File: src/sv/key_value_table_assert.svh
// ----------------------------------------------------------------------------
// key_value_table_assert
// assertion macros used by the key/value table controller
// ----------------------------------------------------------------------------
`ifndef KEY_VALUE_TABLE_ASSERT_SVH
`define KEY_VALUE_TABLE_ASSERT_SVH

// same-cycle implication, sampled on clk, off during rst
`define KVT_ASSERT_NOW(label, ante, cons, msg) \
  label: assert property (@(posedge clk) disable iff (rst) (ante) |-> (cons)) \
    else $error(msg);

// next-cycle implication, sampled on clk, off during rst
`define KVT_ASSERT_NEXT(label, ante, cons, msg) \
  label: assert property (@(posedge clk) disable iff (rst) (ante) |=> (cons)) \
    else $error(msg);

`endif

File: src/sv/kvt_pkg.sv
// ----------------------------------------------------------------------------
// kvt_pkg
// types and constants of the key/value table
// ----------------------------------------------------------------------------
package kvt_pkg;

  // table geometry
  localparam int TABLE_ENTRIES = 16;
  localparam int IDX_W         = $clog2(TABLE_ENTRIES);
  localparam int CNT_W         = $clog2(TABLE_ENTRIES + 1);
  localparam int KEY_W         = 8;
  localparam int VAL_W         = 8;
  localparam int RAM_W         = KEY_W + VAL_W;

  localparam logic [CNT_W-1:0] SCAN_END = CNT_W'(TABLE_ENTRIES);

  // command codes
  localparam logic [1:0] CMD_PUT = 2'd0;
  localparam logic [1:0] CMD_GET = 2'd1;
  localparam logic [1:0] CMD_DEL = 2'd2;

  // status codes
  localparam logic [1:0] ST_OK        = 2'd0;
  localparam logic [1:0] ST_EXISTS    = 2'd1;
  localparam logic [1:0] ST_NOT_FOUND = 2'd2;
  localparam logic [1:0] ST_FULL      = 2'd3;

  typedef enum logic [1:0] {
    S_IDLE,
    S_SCAN,
    S_DONE
  } state_t;

  typedef struct packed {
    logic [1:0]              command;
    logic signed [KEY_W-1:0] key;
    logic signed [VAL_W-1:0] value;
  } cmd_t;

  typedef struct packed {
    logic [1:0]              status;
    logic signed [VAL_W-1:0] read_value;
  } res_t;

  typedef struct packed {
    logic             rd_en;
    logic [IDX_W-1:0] rd_addr;
    logic             wr_en;
    logic [IDX_W-1:0] wr_addr;
    logic [RAM_W-1:0] wr_data;
  } ram_req_t;

endpackage

File: src/sv/kvt_ram.sv
// ----------------------------------------------------------------------------
// kvt_ram
// generic single-port-write, single-port-read ram with registered read
// ----------------------------------------------------------------------------
module kvt_ram #(
  parameter int WIDTH = 8,
  parameter int DEPTH = 16
) (
  input  logic                     clk,
  input  logic                     wr_en,
  input  logic [$clog2(DEPTH)-1:0] wr_addr,
  input  logic [WIDTH-1:0]         wr_data,
  input  logic                     rd_en,
  input  logic [$clog2(DEPTH)-1:0] rd_addr,
  output logic [WIDTH-1:0]         rd_data
);

  logic [WIDTH-1:0] mem [DEPTH];

  // write port
  always_ff @(posedge clk) begin
    if (wr_en) begin
      mem[wr_addr] <= wr_data;
    end
  end

  // registered read port
  always_ff @(posedge clk) begin
    if (rd_en) begin
      rd_data <= mem[rd_addr];
    end
  end

endmodule

File: src/sv/kvt_ctrl.sv
// ----------------------------------------------------------------------------
// kvt_ctrl
// command sequencer: scans the entry ram, then commits put or delete
// ----------------------------------------------------------------------------
`include "key_value_table_assert.svh"

module kvt_ctrl (
  input  logic                                clk,
  input  logic                                rst,
  input  logic                                cmd_valid,
  output logic                                cmd_ready,
  input  kvt_pkg::cmd_t                       cmd,
  output logic                                res_valid,
  input  logic                                res_ready,
  output kvt_pkg::res_t                       res,
  output kvt_pkg::ram_req_t                   ram_req,
  input  logic [kvt_pkg::RAM_W-1:0]           ram_rd_data
);

  kvt_pkg::state_t                      state;
  kvt_pkg::state_t                      state_next;
  kvt_pkg::cmd_t                        cmd_q;
  logic [kvt_pkg::CNT_W-1:0]            cnt;
  logic                                 rd_pend;
  logic [kvt_pkg::IDX_W-1:0]            cmp_idx;
  logic [kvt_pkg::TABLE_ENTRIES-1:0]    valid;
  logic                                 hit;
  logic [kvt_pkg::IDX_W-1:0]            hit_idx;
  logic [kvt_pkg::VAL_W-1:0]            hit_val;
  logic                                 free_found;
  logic [kvt_pkg::IDX_W-1:0]            free_idx;
  logic                                 commit;
  logic                                 put_ok;
  logic                                 del_commit;
  logic                                 key_match;
  logic                                 slot_free;
  kvt_pkg::res_t                        result;

  // compare of the word just read against the command key
  assign key_match = rd_pend && valid[cmp_idx]
                     && (ram_rd_data[kvt_pkg::KEY_W-1:0] == cmd_q.key);
  assign slot_free = rd_pend && !valid[cmp_idx];

  assign put_ok     = (cmd_q.command == kvt_pkg::CMD_PUT) && !hit && free_found;
  assign del_commit = commit && (cmd_q.command == kvt_pkg::CMD_DEL) && hit;

  // result of the finished scan
  always_comb begin
    result = '0;
    case (cmd_q.command)
      kvt_pkg::CMD_PUT: begin
        if (hit) begin
          result.status = kvt_pkg::ST_EXISTS;
        end else if (!free_found) begin
          result.status = kvt_pkg::ST_FULL;
        end
      end
      kvt_pkg::CMD_GET: begin
        if (hit) begin
          result.read_value = hit_val;
        end else begin
          result.status = kvt_pkg::ST_NOT_FOUND;
        end
      end
      kvt_pkg::CMD_DEL: begin
        if (!hit) begin
          result.status = kvt_pkg::ST_NOT_FOUND;
        end
      end
      default: begin
        result = '0;
      end
    endcase
  end

  // state register
  always_ff @(posedge clk) begin
    if (rst) begin
      state <= kvt_pkg::S_IDLE;
    end else begin
      state <= state_next;
    end
  end

  // next state, handshakes and ram requests
  always_comb begin
    state_next = state;
    cmd_ready  = 1'b0;
    res_valid  = 1'b0;
    res        = result;
    ram_req    = '0;
    commit     = 1'b0;
    unique case (state)
      kvt_pkg::S_IDLE: begin
        cmd_ready = 1'b1;
        if (cmd_valid) begin
          state_next = kvt_pkg::S_SCAN;
        end
      end
      kvt_pkg::S_SCAN: begin
        if (cnt != kvt_pkg::SCAN_END) begin
          ram_req.rd_en   = 1'b1;
          ram_req.rd_addr = cnt[kvt_pkg::IDX_W-1:0];
        end else begin
          state_next = kvt_pkg::S_DONE;
        end
      end
      kvt_pkg::S_DONE: begin
        res_valid = 1'b1;
        if (res_ready) begin
          commit     = 1'b1;
          state_next = kvt_pkg::S_IDLE;
        end
        ram_req.wr_en   = commit && put_ok;
        ram_req.wr_addr = free_idx;
        ram_req.wr_data = {cmd_q.value, cmd_q.key};
      end
      default: begin
        state_next = kvt_pkg::S_IDLE;
      end
    endcase
  end

  // scan control, hit flags and valid marks
  always_ff @(posedge clk) begin
    if (rst) begin
      cnt        <= '0;
      rd_pend    <= 1'b0;
      hit        <= 1'b0;
      free_found <= 1'b0;
      valid      <= '0;
    end else begin
      if (state == kvt_pkg::S_IDLE && cmd_valid) begin
        cnt        <= '0;
        rd_pend    <= 1'b0;
        hit        <= 1'b0;
        free_found <= 1'b0;
      end
      if (state == kvt_pkg::S_SCAN) begin
        rd_pend <= ram_req.rd_en;
        if (cnt != kvt_pkg::SCAN_END) begin
          cnt <= cnt + 1'b1;
        end
        if (key_match && !hit) begin
          hit <= 1'b1;
        end
        if (slot_free && !free_found) begin
          free_found <= 1'b1;
        end
      end
      if (commit && put_ok) begin
        valid[free_idx] <= 1'b1;
      end
      if (del_commit) begin
        valid[hit_idx] <= 1'b0;
      end
    end
  end

  // command word and scan payload
  always_ff @(posedge clk) begin
    if (state == kvt_pkg::S_IDLE && cmd_valid) begin
      cmd_q <= cmd;
    end
    if (state == kvt_pkg::S_SCAN) begin
      cmp_idx <= cnt[kvt_pkg::IDX_W-1:0];
      if (key_match && !hit) begin
        hit_idx <= cmp_idx;
        hit_val <= ram_rd_data[kvt_pkg::RAM_W-1:kvt_pkg::KEY_W];
      end
      if (slot_free && !free_found) begin
        free_idx <= cmp_idx;
      end
    end
  end

  // checks
  `KVT_ASSERT_NOW(a_wr_only_done, ram_req.wr_en, state == kvt_pkg::S_DONE, "ram write outside done")
  `KVT_ASSERT_NOW(a_put_free_slot, ram_req.wr_en, !valid[ram_req.wr_addr], "put into a valid slot")
  `KVT_ASSERT_NOW(a_rd_in_range, ram_req.rd_en, cnt < kvt_pkg::SCAN_END, "read past table end")
  `KVT_ASSERT_NEXT(a_del_clears, del_commit, !valid[$past(hit_idx)], "delete left slot valid")
  `KVT_ASSERT_NOW(a_ready_no_res, cmd_ready, !res_valid, "command taken with result pending")

endmodule

File: src/sv/key_value_table.sv
// ----------------------------------------------------------------------------
// key_value_table
// key/value store with put, get and delete over a scanned entry ram
//
// channel   dir  tdata                      tuser
// s_axis    in   key[7:0], value[15:8]      command[1:0]
// m_axis    out  read_value[7:0]            status[1:0]
//
// one command at a time; the next command is accepted only after the scan of
// the entry ram through its single read port, one entry per cycle, and the
// commit of the current command.
// reset clears the valid marks at once, no clearing pass is needed.
// a stalled result sits in the output register; a finished command waits
// for that register to free before it commits.
// ----------------------------------------------------------------------------
module key_value_table (
  input  logic        clk,
  input  logic        rst,
  input  logic        s_axis_tvalid,
  output logic        s_axis_tready,
  input  logic [15:0] s_axis_tdata,   // key[7:0], value[15:8]
  input  logic [1:0]  s_axis_tuser,   // command[1:0]
  output logic        m_axis_tvalid,
  input  logic        m_axis_tready,
  output logic [7:0]  m_axis_tdata,   // read_value[7:0]
  output logic [1:0]  m_axis_tuser    // status[1:0]
);

  kvt_pkg::cmd_t                   cmd_in;
  kvt_pkg::res_t                   res;
  kvt_pkg::ram_req_t               ram_req;
  logic [kvt_pkg::RAM_W-1:0]       ram_rd_data;
  logic                            res_valid;
  logic                            res_ready;

  // unpack the input word
  assign cmd_in.command = s_axis_tuser;
  assign cmd_in.key     = s_axis_tdata[7:0];
  assign cmd_in.value   = s_axis_tdata[15:8];

  kvt_ram #(
    .WIDTH (kvt_pkg::RAM_W),
    .DEPTH (kvt_pkg::TABLE_ENTRIES)
  ) u_ram (
    .clk     (clk),
    .wr_en   (ram_req.wr_en),
    .wr_addr (ram_req.wr_addr),
    .wr_data (ram_req.wr_data),
    .rd_en   (ram_req.rd_en),
    .rd_addr (ram_req.rd_addr),
    .rd_data (ram_rd_data)
  );

  kvt_ctrl u_ctrl (
    .clk         (clk),
    .rst         (rst),
    .cmd_valid   (s_axis_tvalid),
    .cmd_ready   (s_axis_tready),
    .cmd         (cmd_in),
    .res_valid   (res_valid),
    .res_ready   (res_ready),
    .res         (res),
    .ram_req     (ram_req),
    .ram_rd_data (ram_rd_data)
  );

  // output register
  assign res_ready = !m_axis_tvalid || m_axis_tready;

  always_ff @(posedge clk) begin
    if (rst) begin
      m_axis_tvalid <= 1'b0;
    end else if (res_ready) begin
      m_axis_tvalid <= res_valid;
    end
  end

  always_ff @(posedge clk) begin
    if (res_ready && res_valid) begin
      m_axis_tdata <= res.read_value;
      m_axis_tuser <= res.status;
    end
  end

endmodule

File: config.mk
export PLATFORM = sky130hd
export DESIGN_NAME = key_value_table
export DESIGN_NICKNAME = d
export VERILOG_FILES = /design/src/sv/kvt_pkg.sv /design/src/sv/kvt_ram.sv /design/src/sv/kvt_ctrl.sv /design/src/sv/key_value_table.sv
export VERILOG_INCLUDE_DIRS = /design/src /design/src/sv
export SDC_FILE = /design/constraint.sdc
export NUM_CORES = 1
export LEC_CHECK = 0
export CAP_MARGIN = 25
export CORE_MARGIN = 8
export CORE_UTILIZATION = 28
export CTS_BUF_LIST = sky130_fd_sc_hd__clkbuf_16
export CTS_CLUSTER_SIZE = 16
export DETAILED_ROUTE_END_ITERATION = 8
export DONT_BUFFER_PORTS = 1
export GPL_ROUTABILITY_DRIVEN = 0
export HOLD_SLACK_MARGIN = 0.05
export PLACE_DENSITY = 0.49
export REMOVE_ABC_BUFFERS = 1
export SYNTH_ARGS = -nofsm -noshare
export SYNTH_HDL_FRONTEND = slang
export SYNTH_SLANG_ARGS = --single-unit
File: constraint.sdc
create_clock -name clk -period 7.4 [get_ports clk]
set_input_delay 1.48 -clock clk [delete_from_list [all_inputs] [get_ports clk]]
set_output_delay 1.48 -clock clk [all_outputs]
set_load 0.01 [all_outputs]
**Word level (Yosys, flattened, before mapping)**

Memory sizes are Yosys's and may differ from the RTL's. A register that Yosys moved wholly into a read port is not among the register bits.
Index checks and enable logic that the tools add are counted.

- Flip-flop bits (word level): 75
- Bits in writable memories: 256
- Bits of input ports: 22
- Output and inout bits: 12
- Logic and storage cells: 101
- Memories: 1

Memories:

| memory | words | width | rd ports | clocked after memory_dff | wr ports | RTL line | RTL |
|---|---|---|---|---|---|---|---|
| u_ram.mem | 16 | 16 | 1 | 1 | 1 | kvt_ram.sv:18 | `logic [WIDTH-1:0] mem [DEPTH];` |

- Add/sub/neg operators: 1
- Magnitude comparators: 5
- Equality and inequality tests: 9
- Muxes and demuxes: 38
- Bitwise logic cells: 3
- Reductions and logical operators: 28

Operators by type and width:

| cell | number |
|---|---|
| $mux W16 | 3 |
| $mux W5 | 5 |
| $mux W21 | 1 |
| $mux W1 | 18 |
| $and A16 B16 Y16 | 1 |
| $not A16 Y16 | 1 |
| $or A16 B16 Y16 | 1 |
| $logic_and A1 B1 Y1 | 15 |
| $lt A4 B5 Y1 const B | 3 |
| $mux W2 | 6 |
| $demux W1 S4 | 2 |
| $eq A8 B8 Y1 | 1 |
| $ge A4 B1 Y1 const B | 2 |
| $ne A2 B2 Y1 const B | 3 |
| $pmux W2 S3 | 1 |
| $reduce_and A2 Y1 | 3 |
| $add A5 B1 Y5 const B | 1 |
| $ne A5 B5 Y1 const B | 1 |
| $bmux W1 S4 | 1 |
| $eq A2 B1 Y1 const B | 2 |
| $eq A2 B2 Y1 const B | 2 |
| $logic_not A1 Y1 | 4 |
| $logic_not A2 Y1 | 2 |
| $pmux W2 S2 | 1 |
| other kinds (4) | 4 |

**Depth between registers and ports, before layout**

Gate-level depths: netlist (run 1).

- Depth after elaboration: 10
- Depth in mapped cells: 11
- Depth with buffers taken out: 7

**Modules after synthesis**

From an unflattened synthesis (run 1), not the netlist that was laid out.

- Cells, all modules: 683
- Area, all modules: 13361.6 µm²

By module, submodules not included:

| module | instances | cells an instance | area each (µm²) | seq. area each (µm²) |
|---|---|---|---|---|
| kvt_ram | 1 | 432 | 10202.3 | 8167.8 |
| kvt_ctrl | 1 | 236 | 2803.9 | 1661.6 |
| key_value_table | 1 | 15 | 355.3 | 320.3 |

**Worst setup path before layout (run 1)**

No wires, ideal clock.

- Path type: input to register
- Start: in m_axis_tready
- End: mem u_ram.mem[2][0] (netlist bit), enable pin
- Library setup time: 0.409 ns
- Data arrival time: 3.504 ns
- Data required time: 6.991 ns
- Setup slack: 3.487 ns
- Stages: 5
- Buffers on the path: 1
- Path through: nor2b_1 -> clkbuf_1 -> nor4_1 -> nand2_1 -> nor3_1

- Word-level cells in the longest chain between the ends: 7

Ends and longest elaborated chain:

| item | RTL line | RTL |
|---|---|---|
| start: declaration | key_value_table.sv:24 | `input logic m_axis_tready,` |
| $logic_or A1 B1 Y1 | key_value_table.sv:68 | `assign res_ready = !m_axis_tvalid \|\| m_axis_tready;` |
| $mux W1 | kvt_ctrl.sv:110 | `if (res_ready) begin` |
| $mux W1 | kvt_ctrl.sv:93 | `unique case (state)` |
| $logic_and A1 B1 Y1 | kvt_ctrl.sv:114 | `ram_req.wr_en = commit && put_ok;` |
| $mux W21 | kvt_ctrl.sv:93 |  |
| $mux W1 | kvt_ram.sv:22 | `if (wr_en) begin` |
| $mux W1 (implied by the code) | kvt_ram.sv:23 | `mem[wr_addr] <= wr_data;` |
| end: declaration | kvt_ram.sv:18 |  |

No other way between the ends. The select of a mux whose other input is x is not followed.

**Worst setup path after layout (run 1)**

- Start: reg u_ctrl.state[1]
- End: reg u_ram.rd_data[3], read port of u_ram.mem (data pin)

- Word-level cells in the longest chain between the ends: 2

Ends and longest elaborated chain:

| item | RTL line | RTL |
|---|---|---|
| start: declaration | kvt_ctrl.sv:20 | `kvt_pkg::state_t state;` |
| start signal: assignment | kvt_ctrl.sv:79 | `state <= kvt_pkg::S_IDLE;` |
| start signal: assignment | kvt_ctrl.sv:81 | `state <= state_next;` |
| $eq A2 B1 Y1 | kvt_ctrl.sv:93 |  |
| $mux W5 | kvt_ctrl.sv:93 |  |
| end: declaration | kvt_ram.sv:15 | `output logic [WIDTH-1:0] rd_data` |

No other way between the ends.
A chain may end at the register's enable or synchronous reset.

==> results of run 1 <==
where the power goes:
group	total [mW]	internal (mW)	switching [mW]	leakage, nW
Combinational	0.148	0.0426	0.106	1.42
Clock	1.79	1.04	0.751	0.620
Sequential	2.15	2.14	0.0147	3.47
flip-flops by register name, indices dropped and copies added, names as in the netlist, 2 cells and up:
name,cells
m_axis_tuser,2
u_ram.rd_data,16
u_ctrl.hit_val,8
u_ram.mem,256
u_ctrl.cmd_q,18
u_ctrl.cnt,5
u_ctrl.hit_idx,4
u_ctrl.cmp_idx,4
m_axis_tdata,8
u_ctrl.valid,16
u_ctrl.state,2
u_ctrl.free_idx,4
kinds of logic (layout without fill, tap and decap cells):
group,count (synthesis),in the layout
buffers and inverters,82,110
DFF,347,347
and+or+nand+nor,220,220
muxes,69,69
xor gates and xnor gates,9,9
AOI/OAI and AO/OA,194,194
adders and majority gates,6,6
metrics by stage:
step                      cell area, sq um  hold WS, ns
after floorplan                      13800        0.400
after global placement               14900        0.404
after detailed placement             14900        0.415
after CTS                            16100        0.431
after global routing                 16100        0.442
final                                16100        0.429
critical path: stages, from the launching register on:
cell	delay (ns)
dfxtp_1	0.36
nand2b_2	0.13
buf_4	0.52
inv_2	0.60
nand2_1	0.94
o2111ai_1	0.41
a32o_1	0.33
cell usage after synthesis, types with 2 or more instances:
library cell	instances
edfxtp_1	320
clkbuf_1	56
mux2_2	49
nand2_1	44
a41oi_1	35
nor2_1	35
o21ai_0	35
a22oi_1	33
a21oi_1	32
nand4_1	32
dfxtp_1	27
nor2b_1	23
nor4_1	22
and2_1	18
a32o_1	16
o2111ai_1	16
mux2i_1	15
nor3_1	14
o21a_1	10
inv_1	9
xor2_1	9
and3_1	8
a211oi_1	7
a31oi_1	7
buf_1	7
ha_1	6
nand2b_1	6
nand3_1	6
buf_2	5
mux4_1	4
a311oi_1	2
and4_1	2
clkbuf_8	2
nor4b_1	2
final cells by class:
type                    instances  area, sq um  area share (%)
repair buffers                 30          251            1.56
flip-flops and latches        347        10200            62.9
well taps                     672          841            5.21
multi-input cells             498         3680            22.8
clock inverters                29          175            1.08
inverters                      11         41.3           0.256
clock buffers                  40         1000            6.20
how the worst max path moves through the flow:
stage	cells after the start	endpoint
6_report	6	u_ram.rd_data[3]
5_1_grt	5	u_ram.mem[2][8]
4_1_cts	5	u_ram.mem[2][8]
3_5_place_dp	5	u_ram.mem[2][4]
3_3_place_gp	5	u_ram.mem[2][4]
2_1_floorplan	6	u_ram.rd_data[0]
per-layer routing:
| metal | vias up | routed length, um | GRT usage, % |
|---|---|---|---|
| li1 | 3708 | - | - |
| met5 | - | 0 | 0 |
| met2 | 270 | 16600 | 19.4 |
| met3 | 52 | 2260 | 2.96 |
| met4 | 0 | 750 | 3.40 |
| met1 | 4143 | 17200 | 17.6 |
==> metrics.txt, run 1 <==
outcome=completed; Final Slew Violations=0; initial core utilization=around 28%; final setup TNS=0 ns; Peak VDD IR=0.000113 V; clk buf depth=3; Synth Area in XOR/XNOR=0.561%; start of the worst register-to-register path=u_ctrl.state[1]; die width=240 um; post_cts resized=0; crit path kind=flop to flop; antenna cells=0; Hold Path Sink=u_ctrl.hit_val[7]; Routed Antenna Nets=0; Tightest Pin Transition=approximately 1.0 ns; Seq/Total Area, Yosys=72.2%; Final HPWL DP=roughly 22000 um; H-tree Lvls=2; CP Capture Type=flop; leakage power=5.51 nW; clock root buffer=clkbuf_16; WP data arrival=3.84 ns; RSZ-0062 raised after global routing=no; worst-path fanout max=47; area share of the largest cell type after synthesis=68.3%; via count=8173; cell count after synthesis=927; CP Launch Point=u_ctrl.state[1]; total chip power=4.09 mW; # Post-CTS Setup Buffers=0; Routed WL=36800 um; r2r endpoint=u_ram.rd_data[3]; worst hold-check path type=flop to flop; fin nets=955; latest clock arrival within the worst-skew pair=about 0.55 ns; synthesized area per cell=15.2 sq um; EDFF count, synth=320; First-pass DRT Iterations=5; Post-Place Cells=1554; fin crit share=48.0%; FF+latch count, synth=347; f_max=~280 MHz; min Tclk post-route=3.55 ns; clk sinks=between 300 and 400; CTS tree=yes; Synth Area in Adders=0.534%; filler instances=4936; WL per Instance=~23 um; Synth async-reset ratio=0%; PD cells=254 nW/um^2; final non-filler cell total=1627; # setup viols final=0; Synth Cell Area=about 14000 sq um; height of the die=between 200 and 250 um; boundary pin count=34; Synthesis Warnings=0; FF-to-FF setup slack=3.85 ns; startpoint types=flop; Slew HR=29.7%; worst hold start=u_ram.rd_data[15]; compound-cell area share of the yosys netlist=about a tenth; vias per std cell=approximately 5.0; main combinational cell family by area after synthesis=compound AO/OA/AOI/OAI gates; Synth-to-Final Area Change=14.8%; DRC=0; most frequent cells in the layout=edfxtp_1, mux2_2, nand2_1, clkbuf_16; mux share of post-synthesis cell area=5.90%; Total GRT Usage=12.6%; Synth area leader=edfxtp_1; Max Clock Skew=0.0216 ns; Synth Flop Type=edfxtp_1; largest net degree at the start of global routing=72; gr ovfl total=0; cts bufs inserted=39; Max Cap Viol=0; Final WS setup=3.85 ns; most common cell after layout, fill and taps aside=edfxtp_1; Hold Crit Depth=0; Synth Area in Simple Gates=8.54%; layout cells sized above 1=around 17%; Placement Setup Slack=between 3 and 4 ns; endpoints failing hold=0; CP Data Required Time=7.69 ns; hold buffers post-CTS=0; # rows=82; Core Util, Final=32.4%; Worst Reg-to-Reg Cells=6; Iter 0 DRT Violations=814; antenna violations before repair=0; clk slew on worst S/H paths=approximately 0.060 ns; die area=57600 sq um; synth unique cells=47; first-pass GRT wire length=between 50000 and 60000 um; Buffers on Ports=0; synth top area cells=edfxtp_1, mux2_2, dfxtp_1; vias in the first global route=7913; Core Box Area=about 50000 sq um
Power figures use the tool's default switching activity.
==> inputs of run 2 (changes only) <==
==> constraint.sdc (replaced) <==
create_clock -name clk -period 3.7 [get_ports clk]
set_input_delay 0.74 -clock clk [delete_from_list [all_inputs] [get_ports clk]]
set_output_delay 0.74 -clock clk [all_outputs]
set_load 0.01 [all_outputs]
==> metrics.txt, run 2 (synthesis results as in run 1) <==
outcome=completed; # rows=82; clock root buffer=clkbuf_16; Finished Cell Area=16200 sq um; Total GRT Usage=13.2%; H-tree Lvls=2; clk sinks=347; Final HPWL DP=approximately 22000 um; most flop-heavy register=u_ram.mem; WL per Instance=23.8 um; Peak VDD IR=slightly below 0.0003 V; Synth-to-Final Area Change=15.2%; CP Data Required Time=3.92 ns; dpl cell area=approximately 15000 sq um; Routed WL=38900 um; crit path max-delay cell type=nor2_2; boundary pin count=34; cts bufs inserted=38; first-pass GRT wire length=56500 um; initial core utilization=28.2%; latest clock arrival within the worst-skew pair=0.53 ns; Buffers on Ports=0; # Post-CTS Setup Buffers=0; worst-path fanout max=10; height of the die=240 um; Iter 0 DRT Violations=735; CTS tree=yes; die width=240 um; post_cts resized=0; largest net degree at the start of global routing=53; Largest register FFs=256; crit-path cells=inv_1 > ha_1 > and3b_1 > and4_1 > nand2_1 > nor2_2 > buf_4; startpoint types=flop; via count=roughly 8.3k; First-pass DRT Iterations=5; Final Slew Violations=0; vias in the first global route=8326; endpoints failing hold=0; Tightest Pin Transition=0.954 ns; Max Cap Viol=0; DRC=0; total chip power=8.15 mW; FF-to-FF setup slack=a little over 0.9 ns; gr ovfl total=0; clk slew on worst S/H paths=0.06 ns; Slew HR=36.2%; worst hold-check path type=primary input to flop; fin nets=962; Largest regs=u_ram.mem x256, u_ctrl.cmd_q x18; Worst path max stage delay=0.61 ns; most common cell after layout, fill and taps aside=edfxtp_1; f_max=359 MHz; crit path kind=flop to flop; worst hold start=rst; antenna violations before repair=0; Max Clock Skew=around 0.02 ns; CP Capture Type=flop; hold buffers post-CTS=0; layout cells sized above 1=between 10% and 20%; CP Launch Point=u_ctrl.cmd_q[16]; fin crit share=approximately three quarters; start of the worst register-to-register path=u_ctrl.cmd_q[16]; # setup viols final=0; WP data arrival=3.00 ns; RSZ-0062 raised after global routing=no; Core Box Area=49900 sq um; clk buf depth=3; vias per std cell=between 5 and 6; Routed Antenna Nets=0; Worst Hold Margin=between 0.2 and 0.3 ns; leakage power=5.54 nW; most frequent cells in the layout=edfxtp_1, mux2_2, nand2_1, clkbuf_16; min Tclk post-route=2.79 ns; PD cells=about 500 nW/um^2; die area=57600 sq um
==> run 2: cell types whose count changed in the layout (fill, tap and decap cells not counted), sizes merged <==
cell	change
clkbuf	+1
clkinv	-2
bufinv	-1
diode	+1
buf	+8
==> run 2: area by class of cell <==
type / instances / area (sq um)
clock inverter: 26 / 128
sequential: 347 / 10200
fill: 4911 / 33700
timing repair buffer: 38 / 323
antenna: 1 / 2.50
inverter: 11 / 41.3
clock buffer: 41 / 1030
tap: 672 / 841
multi-input combinational: 498 / 3680
==> run 2: final timing paths <==
kind                            end  cells after the start
setup / recovery   u_ram.mem[7][12]                      7
setup reg to reg   u_ram.mem[7][12]                      7
hold / removal        u_ctrl.cnt[1]                      1
hold reg to reg   u_ctrl.hit_val[5]                      0
==> run 2: power breakdown <==
group / switching, mW / internal, mW / leakage [nW] / total, mW
Combinational: 0.207 / 0.0890 / 1.47 / 0.296
Sequential: 0.0391 / 4.27 / 3.47 / 4.31
Clock: 1.50 / 2.05 / 0.606 / 3.54
==> run 2: per-layer routing <==
metal	up-vias	global-route usage, %	wire, um
met3	59	2.90	2410
met5	-	0	0
li1	3721	-	-
met4	0	3.88	921
met1	4261	18.3	17800
met2	283	20.7	17800
==> run 2: stage by stage <==
stage	instances	setup slack, ns	setup TNS (ns)	utilization, %
2_1_floorplan	856	-2.55	-92.31	-
3_3_place_gp	1566	0.940	0	30.2
3_5_place_dp	1566	0.889	0	30.2
4_1_cts	1633	0.879	0	32.5
5_1_grt	1633	0.766	0	32.5
6_report	1634	0.914	0	32.5
==> run 2: critical path: cells and delay by family, from the launching register on <==
kind / cells / cell delay [ns]
and+or+nand+nor: 4 / 1.39
buffers and inverters: 2 / 0.45
DFF: 1 / 0.42
adders and majority gates: 1 / 0.22
==> inputs of run 3 (changes only) <==
--- a/config.mk
+++ b/config.mk
@@ -15,7 +15,7 @@
 export DONT_BUFFER_PORTS = 1
 export GPL_ROUTABILITY_DRIVEN = 0
 export HOLD_SLACK_MARGIN = 0.05
-export PLACE_DENSITY = 0.49
+export PLACE_DENSITY = 0.51
 export REMOVE_ABC_BUFFERS = 1
 export SYNTH_ARGS = -nofsm -noshare
 export SYNTH_HDL_FRONTEND = slang
==> constraint.sdc (replaced) <==
create_clock -name clk -period 2.5 [get_ports clk]
set_input_delay 0.5 -clock clk [delete_from_list [all_inputs] [get_ports clk]]
set_output_delay 0.5 -clock clk [all_outputs]
set_load 0.01 [all_outputs]
==> metrics.txt, run 3 (synthesis results as in run 1) <==
outcome=completed; PD cells=721 nW/um^2; Max Cap Viol=0; CP Capture Type=flop; vias in the first global route=8461; CTS tree=yes; layout cells sized above 1=about a fifth; antenna violations before repair=1; clk sinks=approximately 350; Gate power share=about 4.2%; Placement Setup Slack=0.192 ns; Hold Crit Depth=2; Iter 0 DRT Violations=~850; Worst Hold Margin=0.126 ns; most common cell after layout, fill and taps aside=edfxtp_1; Largest register FFs=256; boundary pin count=34; Synth-to-Final Area Change=19.7%; Core Box Area=~50000 sq um; clock root buffer=clkbuf_16; via count=8530; Max Clock Skew=0.0189 ns; latest clock arrival within the worst-skew pair=around 0.53 ns; cts bufs inserted=38; Switching Fraction=21.3%; worst-path fanout max=6; die width=between 200 and 250 um; startpoint types=flop; first-pass GRT wire length=55800 um; Peak VDD IR=about 0.00036 V; Final HPWL DP=between 20000 and 25000 um; First-pass DRT Iterations=5; DRC=0; Tightest Pin Transition=0.775 ns; most flop-heavy register=u_ram.mem; fin nets=1023; Finished Cell Area=16800 sq um; r2r endpoint=u_ctrl.free_idx[3]; f_max=roughly 430 MHz; clk buf depth=3; CP Data Required Time=2.69 ns; most frequent cells in the layout=edfxtp_1, buf_4, mux2_2, nand2_1, clkbuf_16; Hold Path Sink=u_ctrl.valid[9]; die area=57600 sq um; initial core utilization=around 28%; antenna cells=0; Buffers on Ports=0; sequential group share of total power=between 50% and 60%; Routed Antenna Nets=0; Final WS setup=0.172 ns; WP data arrival=between 2 and 3 ns; # setup viols final=0; clk slew on worst S/H paths=around 0.060 ns; worst hold start=rst; Total GRT Usage=12.9%; fin crit share=just over 90%; Final Slew Violations=0; vias per std cell=between 5 and 6; # rows=82; min Tclk post-route=about 2.3 ns; leakage power=5.89 nW; dpl cell area=approximately 15000 sq um; P_int=9.55 mW; FF-to-FF setup slack=roughly 0.17 ns; start of the worst register-to-register path=u_ctrl.cmp_idx[2]; largest net degree at the start of global routing=72; height of the die=240 um; total chip power=12.1 mW; endpoints failing hold=0; Routed WL=37400 um; filler instances=a little under 5k; H-tree Lvls=2; gr ovfl total=0; Clk pwr share=43.4%; Psw=2.59 mW; Slew HR=48.1%; RSZ-0062 raised after global routing=no; worst hold-check path type=primary input to flop; Largest regs=u_ram.mem x256, u_ctrl.cmd_q x18; crit path kind=flop to flop; WL per Instance=22.1 um; Worst Reg-to-Reg Cells=3; post_cts resized=0
run 3: cell count changes in the layout (fill, tap and decap cells not counted):
| cell | previous run | this run |
|---|---|---|
| inv_2 | 2 | 1 |
| dlygate4sd3_1 | 0 | 19 |
| clkinv_1 | 12 | 9 |
| nor4_4 | 1 | 0 |
| nor4_2 | 1 | 2 |
| inv_1 | 19 | 23 |
| nand2b_2 | 1 | 0 |
| diode_2 | 1 | 0 |
| buf_12 | 3 | 14 |
| clkinv_4 | 0 | 1 |
| buf_4 | 35 | 66 |
| nand2b_1 | 5 | 6 |
run 3: area by class of cell:
type,instances,area (sq um),share of cell area [%]
clock inverters,27,136,0.810
repair buffers,99,966,5.74
well taps,672,841,5.00
clock buffers,41,1030,6.10
multi-input cells,498,3670,21.8
flip-flops and latches,347,10200,60.3
inverters,11,41.3,0.245
run 3: layer usage:
| metal | routed length (um) | up-vias | track usage (%) |
|---|---|---|---|
| li1 | - | 3838 | - |
| met4 | 708 | 0 | 3.13 |
| met2 | 17200 | 293 | 20.3 |
| met5 | 0 | - | 0 |
| met3 | 2380 | 48 | 2.43 |
| met1 | 17100 | 4351 | 18.1 |
run 3: worst max path at each step:
stage	endpoint	slack (ns)	cells past startpoint	start
6_report	u_ctrl.free_idx[3]	0.17	3	u_ctrl.cmp_idx[2]
5_1_grt	u_ram.mem[14][13]	0.07	7	u_ctrl.cmd_q[17]
4_1_cts	u_ctrl.free_idx[1]	0.17	3	u_ctrl.cmp_idx[2]
3_5_place_dp	u_ctrl.free_idx[1]	0.19	3	u_ctrl.cmp_idx[2]
3_3_place_gp	u_ctrl.free_idx[0]	0.25	3	u_ctrl.cmp_idx[2]
2_1_floorplan	u_ram.rd_data[0]	-3.75	6	u_ctrl.cnt[0]
run 3: critical path, cell delays in order (launching register included):
cell,delay [ns]
edfxtp_1,0.49
mux4_1,0.60
mux4_2,0.52
nor4b_4,0.37
run 3: per-stage QoR:
| stage | setup TNS (ns) | std cells | util (%) |
|---|---|---|---|
| finish | 0 | 1695 | 33.8 |
| global route | 0 | 1695 | 33.8 |
| CTS | 0 | 1695 | 33.8 |
| detailed placement | 0 | 1608 | 31.0 |
| global placement | 0 | 1608 | 31.0 |
| floorplan | -202.53 | 856 | - |
run 3: power groups by stage:
stage               Clock, mW  Combinational (mW)  Sequential [mW]
floorplan                   0               0.245             6.50
global placement            0               0.472             6.48
detailed placement          0               0.481             6.48
CTS                      5.38               0.512             6.36
global route             5.61               0.551             6.36
finish                   5.26               0.508             6.36
run 3: what timing repair did:
item,in CTS,in global routing
setup buffers,0,0
hold endpoints to repair,35,0
hold buffers,19,0
